===== src/design/acss_pkg.sv =====
`timescale 1ns / 1ps
// ----------------------------------------------------------------------------
// Scan sequencer package
// Shared types, opcodes and default constants for the converter scan sequencer.
// ----------------------------------------------------------------------------
package acss_pkg;

    localparam int CHANNELS_DEFAULT = 8;
    localparam int MASK_W   = 8;
    localparam int SAMPLE_W = 10;
    localparam int CHAN_W   = 3;

    localparam logic [1:0] OP_START = 2'd0;
    localparam logic [1:0] OP_DONE  = 2'd1;
    localparam logic [1:0] OP_READ  = 2'd2;

    typedef struct packed {
        logic [1:0]          opcode;
        logic [MASK_W-1:0]   channel_mask;
        logic [SAMPLE_W-1:0] sample;
        logic [CHAN_W-1:0]   read_channel;
    } scan_item_t;

    typedef struct packed {
        logic                accepted;
        logic                busy_res;
        logic [CHAN_W-1:0]   mux_channel;
        logic                start_conversion;
        logic [SAMPLE_W-1:0] read_value;
        logic                read_was_valid;
        logic [MASK_W-1:0]   valid_bits;
    } scan_result_t;

    typedef struct packed {
        logic capture;
        logic execute;
    } dp_cmd_t;

    typedef enum logic {
        ST_IDLE,
        ST_EXEC
    } acss_state_t;

endpackage


===== src/design/acss_ctrl.sv =====
`timescale 1ns / 1ps
// ----------------------------------------------------------------------------
// Scan sequencer controller
// Two-state machine that captures a transaction, runs it through the datapath
// and raises the result strobe in the following cycle.
// ----------------------------------------------------------------------------
module acss_ctrl
    import acss_pkg::*;
(
    input  logic    clk,
    input  logic    rst_n,
    input  logic    start,
    output logic    busy,
    output dp_cmd_t cmd,
    output logic    result_valid
);

    acss_state_t state_reg;
    acss_state_t state_next;
    logic        result_valid_reg;
    logic        result_valid_next;

    always_comb
    begin
        case (state_reg)
            ST_IDLE:
            begin
                state_next = start ? ST_EXEC : ST_IDLE;
            end
            ST_EXEC:
            begin
                state_next = ST_IDLE;
            end
            default:
            begin
                state_next = ST_IDLE;
            end
        endcase
    end

    always_comb
    begin
        case (state_reg)
            ST_IDLE:
            begin
                busy        = 1'b0;
                cmd.capture = start;
                cmd.execute = 1'b0;
            end
            ST_EXEC:
            begin
                busy        = 1'b1;
                cmd.capture = 1'b0;
                cmd.execute = 1'b1;
            end
            default:
            begin
                busy        = 1'b1;
                cmd.capture = 1'b0;
                cmd.execute = 1'b0;
            end
        endcase
        result_valid_next = cmd.execute;
    end

    always_ff @(posedge clk or negedge rst_n)
    begin
        if (!rst_n)
        begin
            state_reg        <= ST_IDLE;
            result_valid_reg <= 1'b0;
        end
        else
        begin
            state_reg        <= state_next;
            result_valid_reg <= result_valid_next;
        end
    end

    assign result_valid = result_valid_reg;

    // Every execute cycle is followed by exactly one strobe.
    a_strobe_follows_exec: assert property (@(posedge clk) disable iff (!rst_n)
        result_valid |-> $past(state_reg == ST_EXEC))
        else $error("result strobe without a preceding execute cycle");

    a_exec_one_cycle: assert property (@(posedge clk) disable iff (!rst_n)
        state_reg == ST_EXEC |=> state_reg == ST_IDLE && result_valid)
        else $error("execute did not complete in one cycle");

    a_capture_only_idle: assert property (@(posedge clk) disable iff (!rst_n)
        cmd.capture |-> !busy && start)
        else $error("capture issued while busy");

endmodule


===== src/design/acss_datapath.sv =====
`timescale 1ns / 1ps
// ----------------------------------------------------------------------------
// Scan sequencer datapath
// Holds the scan state, per-channel sample store and fresh mask, and
// produces one registered result for each executed transaction.
// ----------------------------------------------------------------------------
module acss_datapath
    import acss_pkg::*;
#(
    parameter int CHANNELS = CHANNELS_DEFAULT
)
(
    input  logic         clk,
    input  logic         rst_n,
    input  dp_cmd_t      cmd,
    input  scan_item_t   item,
    output scan_result_t result
);

    scan_item_t          item_reg;
    logic                busy_reg;
    logic                busy_next;
    logic [MASK_W-1:0]   rem_reg;
    logic [MASK_W-1:0]   rem_next;
    logic [CHAN_W-1:0]   cur_reg;
    logic [CHAN_W-1:0]   cur_next;
    logic [MASK_W-1:0]   fresh_reg;
    logic [MASK_W-1:0]   fresh_next;
    logic [SAMPLE_W-1:0] store_reg [CHANNELS];
    logic [SAMPLE_W-1:0] store_next [CHANNELS];
    scan_result_t        res_reg;
    scan_result_t        res_next;

    logic [MASK_W-1:0]   ch_mask;
    logic [MASK_W-1:0]   start_mask;
    logic [MASK_W-1:0]   done_rem;
    logic [MASK_W-1:0]   search_mask;
    logic [CHAN_W-1:0]   low_ch;
    logic                acc;
    logic                go;
    logic [SAMPLE_W-1:0] rval;
    logic                rvalid;

    always_comb
    begin
        for (int i = 0; i < MASK_W; i++)
        begin
            ch_mask[i] = (i < CHANNELS);
        end
    end

    assign start_mask = item_reg.channel_mask & ch_mask;
    assign done_rem   = rem_reg & ~(MASK_W'(1) << cur_reg) & ch_mask;

    // One priority encoder serves both the start and the advance after done.
    assign search_mask = (item_reg.opcode == OP_START) ? start_mask : done_rem;

    always_comb
    begin
        low_ch = '0;
        for (int i = CHANNELS - 1; i >= 0; i--)
        begin
            if (search_mask[i])
            begin
                low_ch = CHAN_W'(i);
            end
        end
    end

    always_comb
    begin
        busy_next  = busy_reg;
        rem_next   = rem_reg;
        cur_next   = cur_reg;
        fresh_next = fresh_reg;
        store_next = store_reg;
        acc        = 1'b0;
        go         = 1'b0;
        rval       = '0;
        rvalid     = 1'b0;

        case (item_reg.opcode)
            OP_START:
            begin
                if (!busy_reg && start_mask != '0)
                begin
                    rem_next   = start_mask;
                    cur_next   = low_ch;
                    fresh_next = '0;
                    busy_next  = 1'b1;
                    acc        = 1'b1;
                    go         = 1'b1;
                end
            end
            OP_DONE:
            begin
                if (busy_reg)
                begin
                    for (int i = 0; i < CHANNELS; i++)
                    begin
                        if (cur_reg == CHAN_W'(i))
                        begin
                            store_next[i] = item_reg.sample;
                            fresh_next[i] = 1'b1;
                        end
                    end
                    rem_next = done_rem;
                    if (done_rem == '0)
                    begin
                        busy_next = 1'b0;
                    end
                    else
                    begin
                        cur_next = low_ch;
                        go       = 1'b1;
                    end
                end
            end
            OP_READ:
            begin
                for (int i = 0; i < CHANNELS; i++)
                begin
                    if (item_reg.read_channel == CHAN_W'(i))
                    begin
                        rval          = store_reg[i];
                        rvalid        = fresh_reg[i];
                        fresh_next[i] = 1'b0;
                    end
                end
            end
            default:
            begin
                // Unused opcode: status is reported, nothing changes.
            end
        endcase

        res_next.accepted         = acc;
        res_next.busy_res         = busy_next;
        res_next.mux_channel      = cur_next;
        res_next.start_conversion = go;
        res_next.read_value       = rval;
        res_next.read_was_valid   = rvalid;
        res_next.valid_bits       = fresh_next;
    end

    always_ff @(posedge clk)
    begin
        if (cmd.capture)
        begin
            item_reg <= item;
        end
        if (cmd.execute)
        begin
            res_reg <= res_next;
        end
    end

    always_ff @(posedge clk or negedge rst_n)
    begin
        if (!rst_n)
        begin
            busy_reg  <= 1'b0;
            rem_reg   <= '0;
            cur_reg   <= '0;
            fresh_reg <= '0;
            for (int i = 0; i < CHANNELS; i++)
            begin
                store_reg[i] <= '0;
            end
        end
        else if (cmd.execute)
        begin
            busy_reg  <= busy_next;
            rem_reg   <= rem_next;
            cur_reg   <= cur_next;
            fresh_reg <= fresh_next;
            store_reg <= store_next;
        end
    end

    assign result = res_reg;

    // The scan is running exactly while channels remain to be converted.
    a_busy_matches_mask: assert property (@(posedge clk) disable iff (!rst_n)
        busy_reg == (rem_reg != '0))
        else $error("busy flag disagrees with remaining mask");

    a_fresh_in_range: assert property (@(posedge clk) disable iff (!rst_n)
        (fresh_reg & ~ch_mask) == '0 && (rem_reg & ~ch_mask) == '0)
        else $error("mask bit set above the channel count");

    a_current_in_mask: assert property (@(posedge clk) disable iff (!rst_n)
        busy_reg |-> rem_reg[cur_reg])
        else $error("selected channel is not in the remaining mask");

endmodule


===== src/design/adc_channel_scan_sequencer_top.sv =====
`timescale 1ns / 1ps
// ----------------------------------------------------------------------------
// Converter channel scan sequencer
// Sequences conversions over a channel mask, stores one sample per channel
// and returns stored samples with their fresh flags on request.
//
//   Channel   Handshake             Payload
//   input     start / busy          item   (scan_item_t)
//   result    result_valid strobe   result (scan_result_t)
//
// A transaction is accepted on a clock edge with start high and busy low.
// busy is high for the one execute cycle that follows; the result strobe is
// high in the cycle after that, and a new transaction can be accepted while
// the previous result is shown. The rate is set by the capture-then-execute
// sequence of the controller. Reset clears the scan state, fresh mask and the
// whole sample store at once. The receiver cannot stall, so the result is
// valid for exactly one cycle.
// ----------------------------------------------------------------------------
module adc_channel_scan_sequencer_top
    import acss_pkg::*;
#(
    parameter int CHANNELS = CHANNELS_DEFAULT
)
(
    input  logic         clk,
    input  logic         rst_n,
    input  logic         start,
    output logic         busy,
    input  scan_item_t   item,
    output logic         result_valid,
    output scan_result_t result
);

    dp_cmd_t cmd;

    acss_ctrl u_ctrl (
        .clk          (clk),
        .rst_n        (rst_n),
        .start        (start),
        .busy         (busy),
        .cmd          (cmd),
        .result_valid (result_valid)
    );

    acss_datapath #(
        .CHANNELS (CHANNELS)
    ) u_datapath (
        .clk    (clk),
        .rst_n  (rst_n),
        .cmd    (cmd),
        .item   (item),
        .result (result)
    );

endmodule

===== config.mk =====
export PLATFORM = sky130hd
export DESIGN_NAME = adc_channel_scan_sequencer_top
export DESIGN_NICKNAME = d
export VERILOG_FILES = /design/src/design/acss_pkg.sv /design/src/design/acss_ctrl.sv /design/src/design/acss_datapath.sv /design/src/design/adc_channel_scan_sequencer_top.sv
export SDC_FILE = /design/constraint.sdc
export NUM_CORES = 1
export LEC_CHECK = 0
export BUFFER_PORTS_ARGS = -buffer_cell sky130_fd_sc_hd__buf_2
export CAP_MARGIN = 25
export CORE_MARGIN = 2
export CORE_UTILIZATION = 45
export CTS_CLUSTER_DIAMETER = 150
export CTS_CLUSTER_SIZE = 12
export DETAILED_ROUTE_END_ITERATION = 6
export PLACE_DENSITY = 0.75
export REMOVE_ABC_BUFFERS = 1
export SYNTH_ARGS = -nofsm -noshare
export SYNTH_HDL_FRONTEND = slang
export SYNTH_HIERARCHICAL = 1
export SYNTH_SLANG_ARGS = --single-unit

===== constraint.sdc =====
create_clock -name clk -period 1.9 [get_ports clk]
set_input_delay 0.285 -clock clk [delete_from_list [all_inputs] [get_ports clk]]
set_output_delay 0.285 -clock clk [all_outputs]
set_load 0.03 [all_outputs]

# Word-level counts from Yosys, hierarchy flattened
# Cells that the tools add are included.
[totals]
register_bits = 150
latch_bits = 0
ramBits = 0
rom_bits = 0
out_inout_bits = 27
elab_cells = 125
memories = 0
[op_classes]
n_addsub = 0
multipliers = 0
n_div = 0
order_cmp = 0
n_eq_ne = 18
n_shift = 1
n_mux = 61
n_bitwise = 3
reduce_logical = 17
[op_table]
columns = ["cell", "count"]
rows = [
  ["two-way mux 10 bit", 8],
  ["two-way mux 8 bit", 5],
  ["AND reduction 4 bit", 9],
  ["two-way mux 3 bit", 11],
  ["two-way mux 1 bit", 29],
  ["equality test 3 bit, second input constant", 8],
  ["one-hot mux 8 bit (3 select lines)", 1],
  ["one-hot mux 8 bit (2 select lines)", 1],
  ["equality test 3 x 2 -> 1 bit, second input constant", 4],
  ["AND 8 bit", 1],
  ["zero test 8 bit", 1],
  ["NOT 8 bit", 1],
  ["one-hot mux 1 bit (2 select lines)", 4],
  ["nonzero test 8 bit", 1],
  ["left shift 1 x 3 -> 8 bit, first input constant", 1],
  ["equality test 3 x 1 -> 1 bit, second input constant", 2],
  ["zero test 3 bit", 2],
  ["one-hot mux 3 bit (2 select lines)", 1],
  ["one-hot mux 2 bit (2 select lines)", 1],
  ["equality test 2 x 1 -> 1 bit, second input constant", 1],
  ["equality test 2 bit, second input constant", 1],
  ["zero test 2 bit", 1],
  ["inequality test 2 x 1 -> 1 bit, second input constant", 1],
  ["inequality test 2 bit, second input constant", 1],
  ["other kinds (4)", 4],
]

# Logic depth before layout (Yosys ltp)
# Gate-level depths: netlist of run 1.
[depth]
ltp_word = 15
ltp_mapped = 9
mapped_depth_nobuf = 6

# Modules after synthesis
# Netlist of run 1, hierarchy kept.
[by_module_without_submodules]
columns = ["module", "instances", "cells_each", "area_per_inst_um2", "seq_area_each_um2"]
rows = [
  ["acss_datapath", 1, 561, 6847.8, 3943.8],
  ["acss_ctrl", 1, 5, 78.8, 50.0],
]

# Least setup slack after synthesis of run 1
# Ideal clock, no wire load.
[synth_path]
path_type = "reg2reg"
from = "register u_ctrl.state_reg"
to = "register u_datapath/store_reg[0] (netlist name)"
setup_ps = 125
arrival_ps = 2049
t_required_ps = 1775
slack_ps = -274
stages_incl_launch_ff = 7
path_buffers = 3
period_less_slack_ps = 2174
path_cell_list = "dfrtp_1 buf_4 clkbuf_1 nand2_1 nor2_1 buf_4 mux2_2"
[synth_rtl]
columns = ["item", "line", "source"]
rows = [
  ["start: declaration", "acss_ctrl.sv:18", "acss_state_t state_reg;"],
  ["start signal: assignment", "acss_ctrl.sv:75", "state_reg <= state_next;"],
  ["end signal: assignment", "acss_datapath.sv:177", "store_reg <= store_next;"],
  ["end: declaration", "acss_datapath.sv:29", "logic [SAMPLE_W-1:0] store_reg [CHANNELS];"],
]

# Worst setup path in the final report of run 1
[layout_path]
from = "register u_datapath.cur_reg[0]"
to = "register u_datapath.cur_reg[0]"
[layout_between]
elab_chain_cells = 15
word_cells_on_any_way = 17
[layout_rtl]
columns = ["item", "line", "source"]
rows = [
  ["start: declaration", "acss_datapath.sv:25", "logic [CHAN_W-1:0] cur_reg;"],
  ["start signal: assignment", "acss_datapath.sv:175", "cur_reg <= cur_next;"],
  ["left shift 1 x 3 -> 8 bit", "acss_datapath.sv:53", "assign done_rem = rem_reg & ~(MASK_W'(1) << cur_reg) & ch_mask;"],
  ["NOT 8 bit", "acss_datapath.sv:53", ""],
  ["AND 8 bit", "acss_datapath.sv:53", ""],
  ["two-way mux 8 bit", "acss_datapath.sv:56", "assign search_mask = (item_reg.opcode == OP_START) ? start_mask : done_rem;"],
  ["two-way mux 3 bit (8 in series)", "acss_datapath.sv:63", "if (search_mask[i])"],
  ["two-way mux 3 bit", "acss_datapath.sv:108", "if (done_rem == '0)"],
  ["two-way mux 3 bit", "acss_datapath.sv:97", "if (busy_reg)"],
  ["one-hot mux 3 bit (2 select lines) *", "acss_datapath.sv:82", "case (item_reg.opcode)"],
]
# Every way passes the cells marked *; elsewhere a longest branch is shown, timed or not.
# A chain may end at the register's enable or synchronous reset.

==> flow_metrics.tcl, run 1 <==
set metrics [dict create \
    reg2reg_depth 8 \
    rr_endpoint "u_datapath/cur_reg[0]" \
    htree_levels 4 \
    p_int_mw 7.33 \
    clk_latency_ns 0.43 \
    hold-path-cell-count 1 \
    grt-ovfl-total 0 \
    dp_slack_ns -0.177 \
    fp.dieH_um 128 \
    io_buffers 52 \
    violations "setup timing" \
    worst_setup_path_start_kind "flip-flop" \
    synth_top_cell_by_area "dfrtp_1" \
    post-route-period-util_pct 105 \
    synth_compound_area_share_pct 12.7 \
    hold_end "u_datapath/item_reg[12]" \
    nets 710 \
    totalWireLength_mm 17.3 \
    synth_mux_area_share_pct 16.6 \
    drtPass1Iterations 5 \
    area_growth_pct 24.6 \
    synth-xor-area-share_pct 0 \
    r2r_slack_ns -0.1 \
    required_ns 2.21 \
    rsz0062_at_grt "yes" \
    power.leakage_nw 3.94 \
    wl_per_cell_um 19.6 \
    ys_ff_latch 150 \
    vias_per_cell 5.75 \
    die_x_um 128 \
    core_um2 15100 \
    fmax_ghz 0.500 \
    antenna_found_initial 0 \
    status "finished, violations left" \
    hold_slack_ns 0.0300 \
    syn_inst 566 \
    antenna_left 0 \
    async_flop_share_pct 68.0 \
    tritoncts "built" \
    yosys_warnings 6 \
    drt_iter0_drc 512 \
    grt_max_degree 38 \
    path_buf_inv 2 \
    ys.flop_type "dfrtp_1" \
    skew_ns 0.0142 \
    drc_errors 0 \
    min_path_type "primary input to flip-flop" \
    cts_buffers 17 \
    endpoint_kind "flip-flop" \
    relSlewSlack_pct 65.9 \
    grt_first_pass_wirelength_mm 27.7 \
    synthAdderAreaFrac_pct 0 \
    synthTopCellsByArea "dfrtp_1, edfxtp_1, mux2_2" \
    synth_enable_flop_cells 48 \
    antenna_cells 0 \
    cap_violations 0 \
    crit_family "flip-flops" \
    critPathSlowestCell "dfrtp_2" \
    synth_cell_types 49 \
    clock_sinks 150 \
    synth.top_cell.area_share_pct 36.8 \
    largest_register_ffs 80 \
    cts_buffer_depth 2 \
    fin_tns_setup_ns -0.408 \
    pwr-share-clk_pct 29.2 \
    synth_top_family_by_area "multiplexers" \
    finalWeightedCongestion 0.893 \
    cpPeakStageDelay_ns 0.45 \
    start_util_pct 45.7 \
    switching_share_pct 31.1 \
    synth_area_um2 6930 \
    grt_usage_pct 22.2 \
    peakVddDrop_uv 643 \
    drv_slew 0 \
    hold_path.startpoint "item[12]" \
    std_cell_rows 45 \
    powerDensity_nw_per_um2 1230 \
    final_hold_viol_count 0 \
    dieArea_um2 16400 \
    setup_violations 6 \
    ys_seq_area_share_pct 57.7 \
    criticalPathCategory "flip-flop to flip-flop" \
    tightest_slew_ns 0.507 \
    ios 53 \
    avgSynthCellArea_um2 12.2 \
    cts.clk_slew.worst_paths_ns 0.06 \
    r2r_start "u_datapath/cur_reg[0]" \
    p_sw_mw 3.32 \
    grt_pass1_vias 5174 \
    synth-simple-area-share_pct 9.52 \
    dpl.hpwl_mm 11.9 \
    power.share.sequential_pct 43.8 \
    arrival_ns 2.30 \
    cp_max_fo 5 \
    p_comb_share_pct 27.0 \
    fin_util_pct 57.0 \
    root_buffer "clkbuf_16" \
    num_vias 5093 \
    finalCriticalPeriod_ns 2.00 \
    drive_above_1_share_pct 40.5 \
    setup_ws_ns -0.0983 \
    crit_chain "buf_4 > nand3b_1 > and2_4 > o22ai_2 > o211ai_4 > buf_6 > a21oi_4 > mux2_4" \
]
## placed cells by master (no fill, tap or decap), types with 17 or more instances in the layout
cell       Yosys  layout
buf_2         13      51
dfrtp_1      102      98
mux2_2        79      79
a21oi_1       30      27
buf_4          5      71
edfxtp_1      48      48
mux2i_1       20      20
clkbuf_16      0      17
nor2_1        48      45
nand2_1       43      42
a22o_1        22      22
## metrics by stage
| stage | instances | total power [mW] | area, µm² |
|---|---|---|---|
| 2_1_floorplan | 529 | 6.22 | 6730 |
| 3_3_place_gp | 845 | 7.09 | 7850 |
| 3_5_place_dp | 845 | 7.25 | 7850 |
| 4_1_cts | 881 | 10.5 | 8490 |
| 5_1_grt | 885 | 11.2 | 8630 |
| 6_report | 885 | 10.7 | 8630 |
## cells by family after synthesis
logic type | Yosys count
AND/OR/NAND/NOR | 137
buffers and inverters | 50
multiplexers | 104
AO/OA/AOI/OAI | 125
flip-flops | 150
## worst max path at each step
stage	start	end	slack [ns]	cells after the start
2_1_floorplan	u_ctrl/state_reg	u_datapath/store_reg[0]	-0.74	3
3_3_place_gp	u_datapath/cur_reg[0]	u_datapath/result[20]	-0.15	6
3_5_place_dp	u_datapath/cur_reg[0]	u_datapath/result[20]	-0.18	6
4_1_cts	u_datapath/cur_reg[0]	u_datapath/cur_reg[0]	-0.1	7
5_1_grt	u_datapath/cur_reg[0]	u_datapath/result[20]	-0.18	8
6_report	u_datapath/cur_reg[0]	u_datapath/cur_reg[0]	-0.1	8
## power by group through the flow
stage                     Sequential, mW  Clock (mW)  Combinational (mW)
after CTS                           4.64        3.18                2.67
after detailed placement            4.69           0                2.56
final                               4.66        3.11                2.88
after floorplan                     4.75           0                1.47
after global routing                4.75        3.31                3.10
after global placement              4.62           0                2.47
## cells in the mapped netlist, types with 5 or more instances
| library cell | n |
|---|---|
| a21o_1 | 8 |
| nor2_1 | 48 |
| o211ai_1 | 9 |
| nand2_1 | 43 |
| inv_1 | 13 |
| edfxtp_1 | 48 |
| mux2_2 | 79 |
| clkbuf_1 | 13 |
| a22o_1 | 22 |
| mux2i_1 | 20 |
| o21ai_0 | 19 |
| dfrtp_1 | 102 |
| a21oi_1 | 30 |
| nor3_1 | 7 |
| o221ai_1 | 13 |
| buf_2 | 13 |
| buf_4 | 5 |
| nor2b_1 | 7 |
## area by class of cell
class | instances | area, µm²
inverter | 13 | 48.8
sequential | 150 | 4000
tap | 188 | 235
fill | 1185 | 6510
timing repair buffer | 136 | 980
clock buffer | 18 | 429
multi-input combinational | 366 | 2820
clock inverter | 14 | 119
## timing repair
| item | in CTS | in global routing |
|---|---|---|
| endpoints found under the hold margin | 31 | 0 |
| buffers inserted | 3 | 4 |
| hold buffers | 1 | 0 |
| resized for setup | 16 | 30 |
| endpoints found under the setup margin | 23 | 47 |
| pin swaps | 5 | 7 |
## worst reg2reg max path, cell delays in order (launching register included)
cell	delay (ns)
dfrtp_2	0.45
buf_4	0.15
nand3b_1	0.18
and2_4	0.20
o22ai_2	0.17
o211ai_4	0.13
buf_6	0.16
a21oi_4	0.13
mux2_4	0.31
## per-layer routing
layer  vias to the layer above  part of all wire [%]  global-route usage [%]
met5                         -                     0                       0
met4                         0                   2.1                    8.21
met3                        33                   5.2                    4.76
met2                       186                    50                    37.2
met1                      2551                    42                    28.6
li1                       2323                     -                       -
(Power assumes the default switching activity.)
==> run 2, diff against run 1 <==
Settings changed: CORE_ASPECT_RATIO from default to 2.
==> run 2 against run 1 <==
Effect of this change: the flow still finishes with violations (setup timing); non-clock buffer count is 11 higher; worst setup slack got worse by 0.021 ns; routed wire length is 7.7% higher; global-route usage grew 0.74 points; largest cell class unchanged; critical endpoint is now u_datapath/result[20]; register-to-register slack worse by 0.02 ns; largest power group unchanged; combinational power rose by 1%; sequential cell count did not move.
==> flow_metrics.tcl, run 2 (synthesized netlist as in run 1, its figures left out) <==
set metrics [dict create \
    drt_iter0_drc 254 \
    peakVddDrop_uv 683 \
    grt_max_degree 37 \
    final_hold_viol_count 0 \
    p_comb_share_pct 26.9 \
    std_cell_rows 64 \
    dpl.hpwl_mm 13.2 \
    grt_first_pass_wirelength_mm 28.7 \
    power.share.sequential_pct 42.8 \
    wl_per_cell_um 20.6 \
    antenna_left 0 \
    worst_setup_path_start_kind "flip-flop" \
    min_path_type "primary input to flip-flop" \
    criticalPathCategory "flip-flop to flip-flop" \
    drive_above_1_share_pct 41.3 \
    cts_buffers 17 \
    power.leakage_nw 4.03 \
    p_int_mw 7.64 \
    drc_errors 0 \
    nets 721 \
    setup_ws_ns -0.119 \
    core_um2 15200 \
    rsz0062_at_grt "yes" \
    start_util_pct 45.5 \
    cap_violations 0 \
    fp.dieH_um 179 \
    drv_slew 0 \
    cts_buffer_depth 2 \
    antenna_cells 0 \
    layout_common_cells "dfrtp_1, mux2_2, buf_4, buf_2, edfxtp_1" \
    die_x_um 91.7 \
    area_growth_pct 27.7 \
    layout_commonest_cell "dfrtp_1" \
    cp_max_fo 5 \
    finalCriticalPeriod_ns 2.02 \
    largest_register_ffs 80 \
    io_buffers 52 \
    post-route-period-util_pct 106 \
    skew_ns 0.00725 \
    hold_slack_ns 0.0347 \
    cts.clk_slew.worst_paths_ns 0.06 \
    finalWeightedCongestion 0.884 \
    setup_violations 9 \
    switching_share_pct 29.7 \
    root_buffer "clkbuf_16" \
    clk_latency_ns 0.42 \
    drtPass1Iterations 5 \
    cpPeakStageDelay_ns 0.43 \
    vias_per_cell 5.71 \
    fmax_ghz 0.495 \
    relSlewSlack_pct 69.4 \
    grt_usage_pct 23.0 \
    required_ns 2.07 \
    ios 53 \
    fin_util_pct 58.1 \
    dieArea_um2 16500 \
    htree_levels 4 \
    grt_pass1_vias 5486 \
    grt-ovfl-total 0 \
    clock_sinks 150 \
    p_sw_mw 3.23 \
    antenna_found_initial 0 \
    pwr-share-clk_pct 30.3 \
    crit_chain "or3b_4 > a21oi_2 > o22a_1 > o211ai_4 > a21oi_4 > mux2_4" \
    tightest_slew_ns 0.458 \
    critPathSlowestCell "dfrtp_2" \
    r2r_slack_ns -0.12 \
    totalWireLength_mm 18.6 \
    num_vias 5165 \
    fill_cells 1229 \
    arrival_ns 2.19 \
    violations "setup timing" \
    status "finished, violations left" \
    tritoncts "built" \
    powerDensity_nw_per_um2 1230 \
    endpoint_kind "flip-flop" \
]
-- run 2: final cells by class --
class                   instances  area [µm²]  area share (%)
clock buffers                  20         458            5.18
clock inverters                11         123            1.39
inverters                      13        48.8           0.552
multi-input cells             366        2820            31.9
flip-flops and latches        150        4000            45.2
well taps                     198         248            2.80
repair buffers                147        1150            13.0
-- run 2: final timing paths --
| path | start | end | depth (start not counted) |
|---|---|---|---|
| setup / recovery | u_datapath/cur_reg[1] | u_datapath/result[20] | 6 |
| hold / removal | item[0] | u_datapath/item_reg[0] | 1 |
| setup reg to reg | u_datapath/cur_reg[1] | u_datapath/result[20] | 6 |
| hold reg to reg | u_datapath/store_reg[33] | u_datapath/store_reg[33] | 1 |
| max in group asynchronous | rst_n | u_datapath/store_reg[13] | 3 |
| min in group asynchronous | rst_n | u_datapath/rem_reg[2] | 2 |
-- run 2: repair_timing --
action	CTS	global route
buffers inserted	8	10
pin swaps	6	8
gates resized for setup	26	23
setup endpoints to repair	67	53
endpoints found under the hold margin	28	0
hold buffers	1	0
-- run 2: stage by stage --
step	worst slack (ns)	cells	instance area (µm²)	power [mW]	TNS [ns]
finish	-0.119	905	8840	10.9	-0.591
global route	-0.151	905	8840	11.4	-1.38
CTS	-0.115	895	8720	10.8	-0.449
detailed placement	-0.229	856	7940	7.28	-4.22
global placement	-0.202	856	7940	7.15	-2.53
floorplan	-0.736	529	6730	6.22	-47.54
-- run 2: metal layers --
metal,track usage (%),vias to the layer above,part of all wire (%)
met4,16.7,0,6.3
met1,22.4,2582,34
li1,-,2322,-
met5,0,-,0
met3,3.69,69,3.5
met2,42.4,192,57
-- run 2: critical path: cells and delay by family (launching register included) --
kind | cells | cell delay [ns]
AOI/OAI and AO/OA | 4 | 0.60
DFF | 1 | 0.43
and+or+nand+nor | 1 | 0.42
muxes | 1 | 0.31
-- run 2: power by group through the flow --
stage	Clock [mW]	Combinational (mW)	Sequential [mW]
floorplan	0	1.47	4.75
global placement	0	2.53	4.62
CTS	3.36	2.82	4.64
finish	3.29	2.92	4.66
global route	3.50	3.14	4.74
detailed placement	0	2.60	4.68
